### config.mk
export PLATFORM = sky130hd
export DESIGN_NAME = parallel_interface_adapter
export DESIGN_NICKNAME = d
export VERILOG_FILES = /design/src/design/pia_pkg.sv /design/src/design/pia_port.sv /design/src/design/parallel_interface_adapter.sv
export VERILOG_INCLUDE_DIRS = /design/src /design/src/design
export SDC_FILE = /design/constraint.sdc
export NUM_CORES = 1
export LEC_CHECK = 0
export BUFFER_PORTS_ARGS = -buffer_cell sky130_fd_sc_hd__buf_2
export CAP_MARGIN = 40
export CORE_MARGIN = 4
export CORE_UTILIZATION = 50
export CTS_CLUSTER_SIZE = 24
export DETAILED_ROUTE_END_ITERATION = 7
export PLACE_DENSITY = 0.73
export SYNTH_ARGS = -nofsm -noshare
export SYNTH_HDL_FRONTEND = slang
export SYNTH_SLANG_ARGS = --single-unit
### constraint.sdc
create_clock -name clk -period 3.9 [get_ports clk]
set_input_delay 0.78 -clock clk [delete_from_list [all_inputs] [get_ports clk]]
set_output_delay 0.78 -clock clk [all_outputs]
set_load 0.1 [all_outputs]
### src/design/assert_macros.svh
// ----------------------------------------------------------------------------
// assertion macros shared by the pia design files
// ----------------------------------------------------------------------------
`ifndef ASSERT_MACROS_SVH
`define ASSERT_MACROS_SVH

// antecedent implies consequent in the same cycle
`define ASSERT_IMPLY(lbl, clk, rstn, ante, cons, msg) \
    lbl: assert property (@(posedge clk) disable iff (!rstn) (ante) |-> (cons)) \
        else $error(msg);

// expression must never hold
`define ASSERT_NEVER(lbl, clk, rstn, expr, msg) \
    lbl: assert property (@(posedge clk) disable iff (!rstn) !(expr)) \
        else $error(msg);

`endif

### src/design/pia_pkg.sv
// ----------------------------------------------------------------------------
// pia_pkg
// types and constants of the parallel interface adapter
// ----------------------------------------------------------------------------
`default_nettype none

package pia_pkg;

    typedef enum logic [2:0] {
        ACT_BUS_WRITE = 3'd0,
        ACT_BUS_READ  = 3'd1,
        ACT_PIN       = 3'd2,
        ACT_C1        = 3'd3,
        ACT_C2        = 3'd4
    } pia_action_t;

    // control register bits
    localparam int unsigned CTL_C1_IRQ_EN  = 0;
    localparam int unsigned CTL_C1_RISE    = 1;
    localparam int unsigned CTL_DATA_SEL   = 2;
    localparam int unsigned CTL_C2_IRQ_EN  = 3;
    localparam int unsigned CTL_C2_RISE    = 4;
    localparam int unsigned CTL_C2_OUT     = 5;
    localparam int unsigned CTL_C2_FLAG    = 6;
    localparam int unsigned CTL_C1_FLAG    = 7;

    localparam logic [7:0] CTL_FLAGS_MASK = 8'hc0;
    localparam logic [7:0] CTL_WR_MASK    = 8'h3f;

    typedef struct packed {
        logic [2:0] action;
        logic [1:0] addr;
        logic [7:0] data;
        logic [7:0] mask;
        logic       port_sel;
    } pia_req_t;

    typedef struct packed {
        logic [7:0] read_data;
        logic       out_valid;
        logic       out_port;
        logic [7:0] out_data;
        logic       irq_a;
        logic       irq_b;
    } pia_resp_t;

    // per-port contribution to one result
    typedef struct packed {
        logic [7:0] read_data;
        logic       out_valid;
        logic [7:0] out_data;
        logic       irq;
    } pia_port_res_t;

endpackage

`default_nettype wire

### src/design/pia_port.sv
// ----------------------------------------------------------------------------
// pia_port
// register file and request logic of one adapter port
// ----------------------------------------------------------------------------
`default_nettype none
`include "assert_macros.svh"

module pia_port
    import pia_pkg::*;
(
    input  wire logic          clk,
    input  wire logic          rst_n,
    input  wire logic          port_id,
    input  wire logic          en,
    input  wire pia_req_t      req,
    output pia_port_res_t      res
);

    logic [7:0] control_reg, control_next;
    logic [7:0] direction_reg, direction_next;
    logic [7:0] latch_reg, latch_next;
    logic [7:0] pin_reg, pin_next;
    logic       c1_reg, c1_next;
    logic       c2_reg, c2_next;
    logic       first_reg, first_next;
    logic       irq_reg, irq_next;

    logic       bus_hit;
    logic       line_hit;
    logic       is_ctrl;
    logic       level;
    logic       edge_c1;
    logic       edge_c2;
    logic [7:0] ctl_tmp;

    assign bus_hit  = (req.addr[1] == port_id);
    assign line_hit = (req.port_sel == port_id);
    assign is_ctrl  = req.addr[0];
    assign level    = |(req.data & req.mask);

    assign edge_c1 = control_reg[CTL_C1_RISE] ? (!c1_reg && level) : (c1_reg && !level);
    assign edge_c2 = control_reg[CTL_C2_RISE] ? (!c2_reg && level) : (c2_reg && !level);

    always_comb
    begin
        control_next   = control_reg;
        direction_next = direction_reg;
        latch_next     = latch_reg;
        pin_next       = pin_reg;
        c1_next        = c1_reg;
        c2_next        = c2_reg;
        first_next     = first_reg;
        irq_next       = irq_reg;
        ctl_tmp        = control_reg;
        res.read_data  = 8'h00;
        res.out_valid  = 1'b0;
        res.out_data   = 8'h00;

        unique case (req.action)
            ACT_BUS_WRITE:
            begin
                if (bus_hit) begin
                    if (is_ctrl) begin
                        // c2 as output drops its flag
                        if (req.data[CTL_C2_OUT]) begin
                            ctl_tmp[CTL_C2_FLAG] = 1'b0;
                        end
                        control_next = (ctl_tmp & CTL_FLAGS_MASK) | (req.data & CTL_WR_MASK);
                    end else if (control_reg[CTL_DATA_SEL]) begin
                        if ((latch_reg != req.data) || first_reg) begin
                            latch_next    = req.data;
                            first_next    = 1'b0;
                            res.out_valid = 1'b1;
                            res.out_data  = req.data;
                        end
                    end else begin
                        direction_next = req.data;
                    end
                end
            end
            ACT_BUS_READ:
            begin
                if (bus_hit) begin
                    if (is_ctrl) begin
                        res.read_data = control_reg;
                    end else if (control_reg[CTL_DATA_SEL]) begin
                        irq_next      = 1'b0;
                        control_next  = control_reg & CTL_WR_MASK;
                        res.read_data = (pin_reg & ~direction_reg) | (latch_reg & direction_reg);
                    end else begin
                        res.read_data = direction_reg;
                    end
                end
            end
            ACT_PIN:
            begin
                if (line_hit) begin
                    pin_next = (pin_reg & ~req.mask) | (req.data & req.mask);
                end
            end
            ACT_C1:
            begin
                if (line_hit) begin
                    if (edge_c1) begin
                        irq_next                  = irq_reg | control_reg[CTL_C1_IRQ_EN];
                        control_next[CTL_C1_FLAG] = 1'b1;
                    end
                    c1_next = level;
                end
            end
            ACT_C2:
            begin
                // c2 configured as output ignores the line
                if (line_hit && !control_reg[CTL_C2_OUT]) begin
                    if (edge_c2) begin
                        irq_next                  = irq_reg | control_reg[CTL_C2_IRQ_EN];
                        control_next[CTL_C2_FLAG] = 1'b1;
                    end
                    c2_next = level;
                end
            end
            default:
            begin
            end
        endcase

        res.irq = irq_next;
    end

    always_ff @(posedge clk or negedge rst_n)
    begin
        if (!rst_n) begin
            control_reg   <= 8'h00;
            direction_reg <= 8'h00;
            latch_reg     <= 8'h00;
            pin_reg       <= 8'h00;
            c1_reg        <= 1'b0;
            c2_reg        <= 1'b0;
            first_reg     <= 1'b1;
            irq_reg       <= 1'b0;
        end else if (en) begin
            control_reg   <= control_next;
            direction_reg <= direction_next;
            latch_reg     <= latch_next;
            pin_reg       <= pin_next;
            c1_reg        <= c1_next;
            c2_reg        <= c2_next;
            first_reg     <= first_next;
            irq_reg       <= irq_next;
        end
    end

    // interrupt can only be raised by a line event
    `ASSERT_IMPLY(a_irq_rise_src, clk, rst_n, en && !irq_reg && irq_next,
        (req.action == ACT_C1) || (req.action == ACT_C2), "irq raised without line event")
    // an output drive always lands in the latch and clears first-write
    `ASSERT_IMPLY(a_drive_latch, clk, rst_n, $past(en && res.out_valid),
        !first_reg && (latch_reg == $past(req.data)), "driven value not latched")

endmodule

`default_nettype wire

### src/design/parallel_interface_adapter.sv
// ----------------------------------------------------------------------------
// parallel_interface_adapter
// two-port parallel interface adapter with request/response handshake
// ----------------------------------------------------------------------------
// usage:
//   requests (req, req_valid/req_ready) carry a bus write, a bus read, a pin
//   update or a c1/c2 line level. every request yields exactly one response
//   (resp, resp_valid/resp_ready) with read data, an optional new port output
//   value and the interrupt levels of both ports after the request.
//   a response becomes valid once its request has moved from the input
//   register through one pass of port logic into the response register.
//   throughput is one request per cycle unless the receiver stalls; the port
//   registers update in the cycle a request moves into the response register.
//   when the receiver stalls, the response register holds and the input
//   register holds one more request, after which req_ready drops.
//   reset clears both stages and returns every port to its reset state
//   (all registers zero, first-write flag set, interrupts low).
// ----------------------------------------------------------------------------
`default_nettype none
`include "assert_macros.svh"

module parallel_interface_adapter
    import pia_pkg::*;
(
    input  wire logic      clk,
    input  wire logic      rst_n,
    input  wire logic      req_valid,
    output logic           req_ready,
    input  wire pia_req_t  req,
    output logic           resp_valid,
    input  wire logic      resp_ready,
    output pia_resp_t      resp
);

    logic          in_valid_reg;
    pia_req_t      in_req_reg;
    logic          resp_valid_reg;
    pia_resp_t     resp_reg;
    pia_resp_t     resp_next;
    logic          advance;
    pia_port_res_t res_a;
    pia_port_res_t res_b;

    assign advance   = in_valid_reg && (!resp_valid_reg || resp_ready);
    assign req_ready = !in_valid_reg || advance;

    pia_port u_port_a (
        .clk     (clk),
        .rst_n   (rst_n),
        .port_id (1'b0),
        .en      (advance),
        .req     (in_req_reg),
        .res     (res_a)
    );

    pia_port u_port_b (
        .clk     (clk),
        .rst_n   (rst_n),
        .port_id (1'b1),
        .en      (advance),
        .req     (in_req_reg),
        .res     (res_b)
    );

    always_comb
    begin
        resp_next.read_data = res_a.read_data | res_b.read_data;
        resp_next.out_valid = res_a.out_valid | res_b.out_valid;
        resp_next.out_port  = res_b.out_valid;
        resp_next.out_data  = res_a.out_data | res_b.out_data;
        resp_next.irq_a     = res_a.irq;
        resp_next.irq_b     = res_b.irq;
    end

    always_ff @(posedge clk or negedge rst_n)
    begin
        if (!rst_n) begin
            in_valid_reg   <= 1'b0;
            resp_valid_reg <= 1'b0;
        end else begin
            if (req_ready) begin
                in_valid_reg <= req_valid;
            end
            if (advance) begin
                resp_valid_reg <= 1'b1;
            end else if (resp_ready) begin
                resp_valid_reg <= 1'b0;
            end
        end
    end

    always_ff @(posedge clk)
    begin
        if (req_ready && req_valid) begin
            in_req_reg <= req;
        end
        if (advance) begin
            resp_reg <= resp_next;
        end
    end

    assign resp_valid = resp_valid_reg;
    assign resp       = resp_reg;

    // only one port can drive per request
    `ASSERT_NEVER(a_one_driver, clk, rst_n, advance && res_a.out_valid && res_b.out_valid,
        "both ports drive in one request")
    // read data only on bus reads
    `ASSERT_IMPLY(a_rd_only_read, clk, rst_n,
        advance && (in_req_reg.action != ACT_BUS_READ), resp_next.read_data == 8'h00,
        "read data on non-read request")
    // no request is dropped while the response stage is full
    `ASSERT_IMPLY(a_hold_stall, clk, rst_n, in_valid_reg && resp_valid_reg && !resp_ready,
        !req_ready, "input stage overwritten during stall")

endmodule

`default_nettype wire
After elaboration in Yosys (flattened, before gate mapping)
Index checks and enable logic that the tools add are counted.
{"block": "totals", "regBits": 116}
{"block": "classes", "reduce_logical": 49, "bitwise": 29, "n_eq_ne": 22, "mux": 72}
{"op": "two-way mux 8 bit", "n": 18}
{"op": "two-way mux 9 bit", "n": 10}
{"op": "bitwise AND 8 bit", "n": 7}
{"op": "bitwise OR 8 bit", "n": 6}
{"op": "two-way mux 1 bit", "n": 36}
{"op": "AND reduction 9 bit", "n": 4}
{"op": "inverter 8 bit", "n": 3}
{"op": "one-hot mux 6 bit (2 select lines)", "n": 2}
{"op": "AND reduction 6 bit", "n": 4}
{"op": "AND reduction 5 bit", "n": 4}
{"op": "one-hot mux 1 bit (3 select lines)", "n": 6}
{"op": "AND reduction 3 bit", "n": 6}
{"op": "!= test 2 x 1 -> 1 bit, second input constant", "n": 8}
{"op": "!= test 2 bit, second input constant", "n": 8}
{"op": "!= test 8 bit", "n": 2}
{"op": "bitwise OR 8 x 6 -> 8 bit", "n": 2}
{"op": "logical AND 1 bit", "n": 12}
{"op": "zero test 1 bit", "n": 9}
{"op": "OR reduction 8 bit", "n": 1}
{"op": "== test 3 x 2 -> 1 bit, second input constant", "n": 2}
{"op": "inverter 1 bit", "n": 6}
{"op": "nonzero test 3 bit", "n": 2}
{"op": "bitwise OR 1 bit", "n": 5}
{"op": "logical OR 1 bit", "n": 4}
{"op": "other kinds (4)", "n": 5}

Depth between registers and ports, before layout
Gate-level depths: netlist (run 1).
{"block": "depth", "ltp_word": 8, "depth_mapped": 7, "depth_no_buf": 6}

Cells and area by module
From an unflattened synthesis (run 1), not the netlist that was laid out.
{"block": "hier_totals", "hier_cells": 485, "hier_area_um2": 5600.4}
{"mod": "pia_port", "seq_area_each_um2": 902.1, "cells_per_inst": 208, "instances": 2, "area_per_inst_um2": 2060.7}
{"mod": "parallel_interface_adapter", "seq_area_each_um2": 1311.3, "cells_per_inst": 69, "instances": 1, "area_per_inst_um2": 1478.9}

Least setup slack after synthesis (run 1)
OpenSTA, ideal clock, no wires.
{"block": "synth_timing", "kind": "register -> register", "from": "register resp_valid_reg, in the netlist resp_valid", "to": "register in_req_reg[0] (netlist bit) (enable)", "n_path_buf": 0, "setup_slack_ns": 0.923, "stages_incl_launch_ff": 3, "setup_ns": 0.352, "synth_period_minus_slack_ns": 2.977, "t_arrival_ns": 2.626, "cell_sequence": "dfrtp_1 -> nand3b_1 -> and2_1"}
{"block": "synth_via", "elab_chain_len": 5}
{"item": "start, declared", "line": "parallel_interface_adapter.sv:37", "source": "logic resp_valid_reg;"}
{"item": "start signal, assigned", "line": "parallel_interface_adapter.sv:79", "source": "resp_valid_reg <= 1'b0;"}
{"item": "start signal, assigned", "line": "parallel_interface_adapter.sv:85", "source": "resp_valid_reg <= 1'b1;"}
{"item": "start signal, assigned", "line": "parallel_interface_adapter.sv:87", "source": "resp_valid_reg <= 1'b0;"}
{"item": "zero test 1 bit", "line": "parallel_interface_adapter.sv:44", "source": "assign advance = in_valid_reg && (!resp_valid_reg || resp_ready);"}
{"item": "logical OR 1 bit", "line": "parallel_interface_adapter.sv:44"}
{"item": "logical AND 1 bit", "line": "parallel_interface_adapter.sv:44"}
{"item": "logical OR 1 bit", "line": "parallel_interface_adapter.sv:45", "source": "assign req_ready = !in_valid_reg || advance;"}
{"item": "net req_ready", "line": "parallel_interface_adapter.sv:28", "source": "output logic req_ready,"}
{"item": "logical AND 1 bit", "line": "parallel_interface_adapter.sv:94", "source": "if (req_ready && req_valid) begin"}
{"item": "end signal, assigned", "line": "parallel_interface_adapter.sv:95", "source": "in_req_reg <= req;"}
{"item": "end, declared", "line": "parallel_interface_adapter.sv:36", "source": "pia_req_t in_req_reg;"}
The timed path passes the listed nets, and every way through them passes these cells.
A chain may end at the register's enable or synchronous reset.

==> out/summary.json, run 1 <==
{
  "outcome": "completed",
  "worstReg2RegEnd": "resp[2]$_DFFE_PP_",
  "tritoncts_buffers": 17,
  "grt_util_met3_pct": 5.55,
  "ys_ff_latch": 116,
  "tritoncts_num_sinks": 116,
  "hold_viol_final": 0,
  "clk_path_buf_depth": 2,
  "synth_seq_area_share_pct": 57.0,
  "detailed_place_hpwl_microns": 8580,
  "hold_buffers": 0,
  "route.detailed.wl_per_inst_microns": 19.7,
  "crit_path_start_kind": "register",
  "placed_instance_area_sq_um": 5740,
  "timing.final.setup_violations": 0,
  "timing_worst_slew_pin_value_ns": 0.726,
  "combined_flip_flop_and_latch_cell_area_sq_um": 3120,
  "post_synth_instance_area_sq_um": 5460,
  "synth_top_area_share_pct": 33.0,
  "drv_cap": 0,
  "most_used_dff_post_synth": "sky130_fd_sc_hd__dfrtp_1",
  "cts_htree_levels": 4,
  "placement.io_buffers": 47,
  "remaining_drc_errors": 0,
  "stdcell_area_sq_um": 6300,
  "die-width_microns": 113,
  "hold_path_class": "in2async",
  "worst_hold_slack_ns": 0.171,
  "mostFrequentLayoutCell": "sky130_fd_sc_hd__dfrtp_1",
  "setup.worst_path.end_class": "register",
  "pwr-share-comb_pct": 15.0,
  "post_synth_mux_area_share_pct": 13.3,
  "net_count_after_synthesis": 464,
  "synth_top_area_cell": "sky130_fd_sc_hd__dfrtp_1",
  "tritoncts_clock_tree": "yes",
  "period_share_pct": 65.4,
  "antenna_violations_before_repair": 0,
  "p_sw_share_pct": 28.3,
  "finalSetupTns_ns": 0,
  "dominant_combinational_cell_family_by_area_after_synthesis": "multiplexers",
  "dr_total_vias": 3788,
  "syn_avg_cell_area_sq_um": 12.5,
  "first_pass_grt_wire_length_microns": 20000,
  "first_iter_violations": 390,
  "grt_busiest_layer": "met2",
  "synth_edf_count": 42,
  "top_level_ports": 48,
  "clk_latency_ns": 0.51,
  "rsz_0062_raised_after_global_routing": "false",
  "post_synth_main_area_contributors": "sky130_fd_sc_hd__dfrtp_1 33%, sky130_fd_sc_hd__edfxtp_1 23%, sky130_fd_sc_hd__mux2_2 11%, sky130_fd_sc_hd__a21oi_1 2.3%, sky130_fd_sc_hd__a311oi_1 2.2%",
  "met2_usage_pct": 31.5,
  "fp-row-count": 37,
  "synthSimpleGateAreaFrac_pct": 12.0,
  "globalRouteTotalUtil_pct": 20.4,
  "finish.net_count": 508,
  "p_int_mw": 2.59,
  "worst_path_required_ns": 4.16,
  "power_per_cell_area_nw_per_um2": 574,
  "detail_route.wirelength_microns": 12400,
  "post_cts.resized_instances": 0,
  "cts_setup_buffers": 0,
  "achievable-frequency_mhz": 392,
  "drt-vias-per-instance": 6.00,
  "rrSetupSlack_ns": 1.35,
  "clkPwrFrac_pct": 40.4,
  "die_y_microns": 113,
  "seqPwrFrac_pct": 44.5,
  "rr_worst_depth": 5,
  "synth.yosys.warnings": 0,
  "critPathMaxFanout": 13,
  "drt_first_pass_iters": 5,
  "cellLeakagePower_nw": 2.62,
  "synthCells": 438,
  "share_of_async_settable_or_async_resettable_flops_after_synthesis_pct": 63.8,
  "grt_util_met1_pct": 27.4,
  "crit_type": "reg2reg",
  "cts-root-buf": "sky130_fd_sc_hd__clkbuf_8",
  "synth-compound-area-share_pct": 10.1,
  "power.ir.vdd_worst_v": 0.000327,
  "drive_gt1_share_pct": 31.1,
  "r2r-start": "in_req_reg[14]$_DFFE_PP_",
  "fin_ws_ns": 1.35,
  "fin_cells": 631,
  "switching_power_mw": 1.02,
  "floorplan.core_area_sq_um": 10500,
  "dpl.cell_count": 599,
  "clkTransAtPathRegs_ns": 0.06,
  "insertedDiodeCount": 0,
  "first_global_vias": 3808,
  "area_growth_pct": 15.2,
  "synth.distinct_cells": 53,
  "gp_congestion": 0.850,
  "start_util_pct": 52.2,
  "die-area_sq_um": 12700,
  "synthXorXnorAreaFrac_pct": 2.56,
  "fillers": 839,
  "cp.arrival_ns": 2.81,
  "layout.cells.most_common_list": "72 x sky130_fd_sc_hd__dfrtp_1, 54 x sky130_fd_sc_hd__mux2_2, 47 x sky130_fd_sc_hd__buf_2",
  "detailedPlace.worstSlack_ns": 1.35,
  "timing.slew.headroom_pct": 51.2,
  "max_slew_violations": 0,
  "fin_clk_skew_ns": 0.0110,
  "grt_overflow": 0,
  "multi_input_comb_area_sq_um": 2070,
  "synth_adder_area_share_pct": 0,
  "grt_max_degree": 31,
  "antenna_violating_nets_post_route": 0,
  "fin_crit_ns": 2.55
}
[per-stage QoR]
stage / util (%) / power, mW
5_1_grt: 60.2 / 3.76
4_1_cts: 60.2 / 3.62
6_report: 60.2 / 3.61
3_3_place_gp: 54.5 / 2.13
3_5_place_dp: 54.8 / 2.16
2_1_floorplan: - / 2.01
[worst max-delay path, cell delays in order (launching register included)]
cell and delay [ns]:
sky130_fd_sc_hd__edfxtp_1 0.61, sky130_fd_sc_hd__xnor2_1 0.25, sky130_fd_sc_hd__nand3_1 0.10, sky130_fd_sc_hd__nor4_1 0.48, sky130_fd_sc_hd__a2bb2oi_1 0.59, sky130_fd_sc_hd__and2b_1 0.26
[power by group through the flow]
| stage | combinational, mW | sequential, mW | clock, mW |
|---|---|---|---|
| detailed placement | 0.539 | 1.62 | 0 |
| global placement | 0.517 | 1.61 | 0 |
| global route | 0.584 | 1.63 | 1.54 |
| floorplan | 0.340 | 1.67 | 0 |
| CTS | 0.545 | 1.60 | 1.48 |
| finish | 0.543 | 1.61 | 1.46 |
[logic make-up after synthesis]
kind of cell,Yosys count
mux,62
xor+xnor,16
compound gates,82
simple gates,114
buf+inv,48
flops,116
[synthesized netlist by cell type, types with 2 or more instances]
cell,n
sky130_fd_sc_hd__o21ai_0,10
sky130_fd_sc_hd__nand2b_1,13
sky130_fd_sc_hd__a31oi_1,2
sky130_fd_sc_hd__and4b_2,2
sky130_fd_sc_hd__and2_1,9
sky130_fd_sc_hd__dfstp_2,2
sky130_fd_sc_hd__xnor2_1,9
sky130_fd_sc_hd__a211oi_1,15
sky130_fd_sc_hd__nand2_1,26
sky130_fd_sc_hd__xor2_1,7
sky130_fd_sc_hd__a311oi_1,14
sky130_fd_sc_hd__buf_2,3
sky130_fd_sc_hd__nand3_1,7
sky130_fd_sc_hd__inv_1,19
sky130_fd_sc_hd__dfrtp_1,72
sky130_fd_sc_hd__nor2_1,18
sky130_fd_sc_hd__and2b_1,5
sky130_fd_sc_hd__o22ai_1,2
sky130_fd_sc_hd__buf_6,4
sky130_fd_sc_hd__o221ai_1,3
sky130_fd_sc_hd__a22oi_1,4
sky130_fd_sc_hd__edfxtp_1,42
sky130_fd_sc_hd__nor2b_1,6
sky130_fd_sc_hd__mux2_4,8
sky130_fd_sc_hd__nand3b_1,5
sky130_fd_sc_hd__clkbuf_1,14
sky130_fd_sc_hd__nor3_1,2
sky130_fd_sc_hd__o2111ai_1,2
sky130_fd_sc_hd__nand4_1,7
sky130_fd_sc_hd__nor4_1,2
sky130_fd_sc_hd__a21oi_1,25
sky130_fd_sc_hd__mux2_2,54
sky130_fd_sc_hd__clkbuf_8,5
[routing by layer]
layer / vias to the layer above / wire, microns / share of wire [%]
met4: 0 / 302 / 2.4
met5: - / 0 / 0
met2: 168 / 5860 / 47
met3: 29 / 1020 / 8.2
met1: 1891 / 5220 / 42
li1: 1700 / - / -
[final cells by class]
type / instances / share of cell area (%)
Inverter: 19 / 1.13
Multi-Input combinational cell: 274 / 32.9
Tap cell: 136 / 2.70
Clock buffer: 22 / 7.19
Timing Repair Buffer: 54 / 4.89
Clock inverter: 10 / 1.69
Sequential cell: 116 / 49.5
[worst max path at each step]
stage	slack, ns	start	cells past startpoint	to
detailed placement	1.35	resp_ready	8	u_port_b.c2_reg$_DFFE_PN0P_
global route	1.21	in_req_reg[14]$_DFFE_PP_	5	resp[2]$_DFFE_PP_
floorplan	0.92	resp_valid$_DFFE_PN0P_	2	in_req_reg[0]$_DFFE_PP_
global placement	1.38	resp_ready	8	u_port_b.c2_reg$_DFFE_PN0P_
finish	1.35	in_req_reg[14]$_DFFE_PP_	5	resp[2]$_DFFE_PP_
CTS	1.40	in_req_reg[14]$_DFFE_PP_	5	resp[5]$_DFFE_PP_
Note: power is estimated with default switching activity, not from simulation.
==> run 2: changes to the inputs <==
- clock period: 3.9 -> 2.7 ns (I/O delays scaled with it)
==> out/summary.json, run 2 (same netlist as run 1, synthesis figures left out) <==
{
  "clk_latency": {"value": 0.51, "unit": "ns", "change": "about the same"},
  "hold_buffers": {"value": 0, "change": "unchanged"},
  "crit_type": "reg2reg",
  "first_iter_violations": {"value": 262, "change": "-33%"},
  "post_cts.resized_instances": {"value": 0, "change": "unchanged"},
  "insertedDiodeCount": {"value": 0, "change": "unchanged"},
  "route.detailed.wl_per_inst": {"value": 18.5, "unit": "microns", "change": "-6.0%"},
  "p_total": {"value": 5.51, "unit": "mW", "change": "+53%"},
  "clk_path_buf_depth": {"value": 2, "change": "unchanged"},
  "max_slew_violations": {"value": 0, "change": "unchanged"},
  "crit_path_start_kind": "register",
  "finalSetupTns": {"value": 0, "unit": "ns", "change": "unchanged"},
  "fin_ws": {"value": 0.461, "unit": "ns", "change": "-0.887 ns"},
  "top_level_ports": {"value": 48, "change": "unchanged"},
  "die_y": {"value": 113, "unit": "microns", "change": "unchanged"},
  "critPathMaxFanout": {"value": 10, "change": "-3"},
  "cts_htree_levels": {"value": 4, "change": "unchanged"},
  "gp_congestion": {"value": 0.891, "change": "+4.9%"},
  "cts_setup_buffers": {"value": 0, "change": "unchanged"},
  "die-width": {"value": 113, "unit": "microns", "change": "unchanged"},
  "power.ir.vdd_worst": {"value": 0.000625, "unit": "V", "change": "+91%"},
  "rsz_0062_raised_after_global_routing": "false",
  "fin_cells": {"value": 641, "change": "+1.6%"},
  "antenna_violating_nets_post_route": {"value": 0, "change": "unchanged"},
  "power_per_cell_area": {"value": 854, "unit": "nW/um^2", "change": "+49%"},
  "die-area": {"value": 12700, "unit": "sq um", "change": "unchanged"},
  "setup.worst_path.end_class": "register",
  "tritoncts_clock_tree": "yes",
  "drive_gt1_share": {"value": 33.3, "unit": "%", "change": "+2.2 points"},
  "detailedPlace.worstSlack": {"value": 0.410, "unit": "ns", "change": "-0.938 ns"},
  "outcome": "completed",
  "postLayoutCoreUtil": {"value": 61.7, "unit": "%", "change": "+1.5 points"},
  "fp-row-count": {"value": 37, "change": "unchanged"},
  "achievable-frequency": {"value": 447, "unit": "MHz", "change": "+14%"},
  "tritoncts_buffers": {"value": 17, "change": "unchanged"},
  "detail_route.wirelength": {"value": 11800, "unit": "microns", "change": "-4.5%"},
  "first_pass_grt_wire_length": {"value": 19400, "unit": "microns", "change": "-3.2%"},
  "hold_path_class": "in2async",
  "cts-root-buf": "sky130_fd_sc_hd__clkbuf_8",
  "fin_clk_skew": {"value": 0.0103, "unit": "ns", "change": "-0.000745 ns"},
  "hold_viol_final": {"value": 0, "change": "unchanged"},
  "cp.arrival": {"value": 2.63, "unit": "ns", "change": "-0.18 ns"},
  "period_share": {"value": 82.9, "unit": "%", "change": "+18 points"},
  "area_growth_pct": 18.2,
  "antenna_violations_before_repair": {"value": 0, "change": "unchanged"},
  "clkTransAtPathRegs": {"value": 0.06, "unit": "ns", "change": "about the same"},
  "start_util": {"value": 52.2, "unit": "%", "change": "unchanged"},
  "grt_overflow": {"value": 0, "change": "unchanged"},
  "drv_cap": {"value": 0, "change": "unchanged"},
  "dpl.cell_count": {"value": 609, "change": "+1.7%"},
  "floorplan.core_area": {"value": 10500, "unit": "sq um", "change": "unchanged"},
  "finish.net_count": {"value": 518, "change": "+2.0%"},
  "worst_path_required": {"value": 3.09, "unit": "ns", "change": "-1.07 ns"},
  "placement.io_buffers": {"value": 47, "change": "unchanged"},
  "remaining_drc_errors": {"value": 0, "change": "unchanged"},
  "drt_first_pass_iters": {"value": 5, "change": "unchanged"},
  "timing.final.setup_violations": {"value": 0, "change": "unchanged"},
  "tritoncts_num_sinks": {"value": 116, "change": "unchanged"},
  "detailed_place_hpwl": {"value": 8260, "unit": "microns", "change": "-3.8%"},
  "layout.cells.most_common_list": "71 x sky130_fd_sc_hd__dfrtp_1, 54 x sky130_fd_sc_hd__mux2_2, 47 x sky130_fd_sc_hd__buf_2",
  "first_global_vias": {"value": 3641, "change": "-4.4%"},
  "fin_crit": {"value": 2.24, "unit": "ns", "change": "-0.313 ns"},
  "cellLeakagePower": {"value": 2.71, "unit": "nW", "change": "+3.5%"},
  "grt_max_degree": {"value": 75, "change": "+140%"},
  "timing.slew.headroom": {"value": 54.9, "unit": "%", "change": "+3.7 points"},
  "globalRouteTotalUtil": {"value": 19.7, "unit": "%", "change": "-0.70 points"},
  "mostFrequentLayoutCell": "sky130_fd_sc_hd__dfrtp_1",
  "timing_worst_slew_pin_value": {"value": 0.676, "unit": "ns", "change": "-0.0503 ns"},
  "dr_total_vias": {"value": 3687, "change": "-2.7%"},
  "drt-vias-per-instance": {"value": 5.75, "change": "-4.2%"}
}
==> run 2: cell types whose count changed in the layout (fill, tap and decap cells not counted), moves of 2 or more <==
| cell | change |
|---|---|
| sky130_fd_sc_hd__clkbuf_1 | -2 |
| sky130_fd_sc_hd__bufinv_16 | +3 |
| sky130_fd_sc_hd__buf_4 | +10 |
| sky130_fd_sc_hd__clkinv_4 | +2 |
==> run 2: worst paths after layout <==
check                                                 endpoint                          from  slack [ns]  cells past startpoint
max                        u_port_b.control_reg[6]$_DFFE_PN0P_      in_req_reg[15]$_DFFE_PP_        0.46                      4
min                                   in_valid_reg$_DFFE_PN0N_                         rst_n        0.05                      2
max reg2reg                u_port_b.control_reg[6]$_DFFE_PN0P_      in_req_reg[15]$_DFFE_PP_        0.46                      4
min reg2reg                       u_port_b.irq_reg$_DFFE_PN0P_  u_port_b.irq_reg$_DFFE_PN0P_        0.48                      2
max in group asynchronous               resp_valid$_DFFE_PN0P_                         rst_n        2.29                      2
min in group clk                      in_req_reg[16]$_DFFE_PP_                       req[16]        0.20                      1
==> run 2: per-stage QoR <==
stage	area, sq um	hold WS (ns)
floorplan	5470	0.244
global placement	5820	0.459
detailed placement	5820	0.478
CTS	6460	0.0664
global route	6460	0.0700
finish	6460	0.0511
==> run 2: final cells by class <==
cell class | instances | area (sq um)
timing repair buffer | 64 | 388
sequential | 116 | 3120
clock inverter | 13 | 206
inverter | 19 | 71.3
tap | 136 | 170
clock buffer | 19 | 432
fill | 822 | 4010
multi-input combinational | 274 | 2070
==> run 2: report_power, final <==
part | leakage (nW) | internal [mW] | switching, mW | total, mW
registers | 1.37 | 2.08 | 0.216 | 2.30
clock network | 0.308 | 1.62 | 0.787 | 2.40
logic | 1.03 | 0.324 | 0.492 | 0.815
total | 2.71 | 4.02 | 1.49 | 5.51
==> run 2: worst max-delay path: stages, from the launching register on <==
cell and delay (ns):
sky130_fd_sc_hd__edfxtp_1 0.56, sky130_fd_sc_hd__a22oi_1 0.43, sky130_fd_sc_hd__nand4_1 0.42, sky130_fd_sc_hd__mux2_2 0.40
sky130_fd_sc_hd__o31ai_1 0.31
==> run 2: layer usage <==
metal  wire length [microns]  part of all wire, %  vias up  track usage [%]
li1                        -                    -     1708                -
met1                    5190                   44     1815             27.0
met2                    5530                   47      140             29.8
met3                     768                  6.5       24             5.55
met4                     345                  2.9        0             7.69
met5                       0                    0        -                0
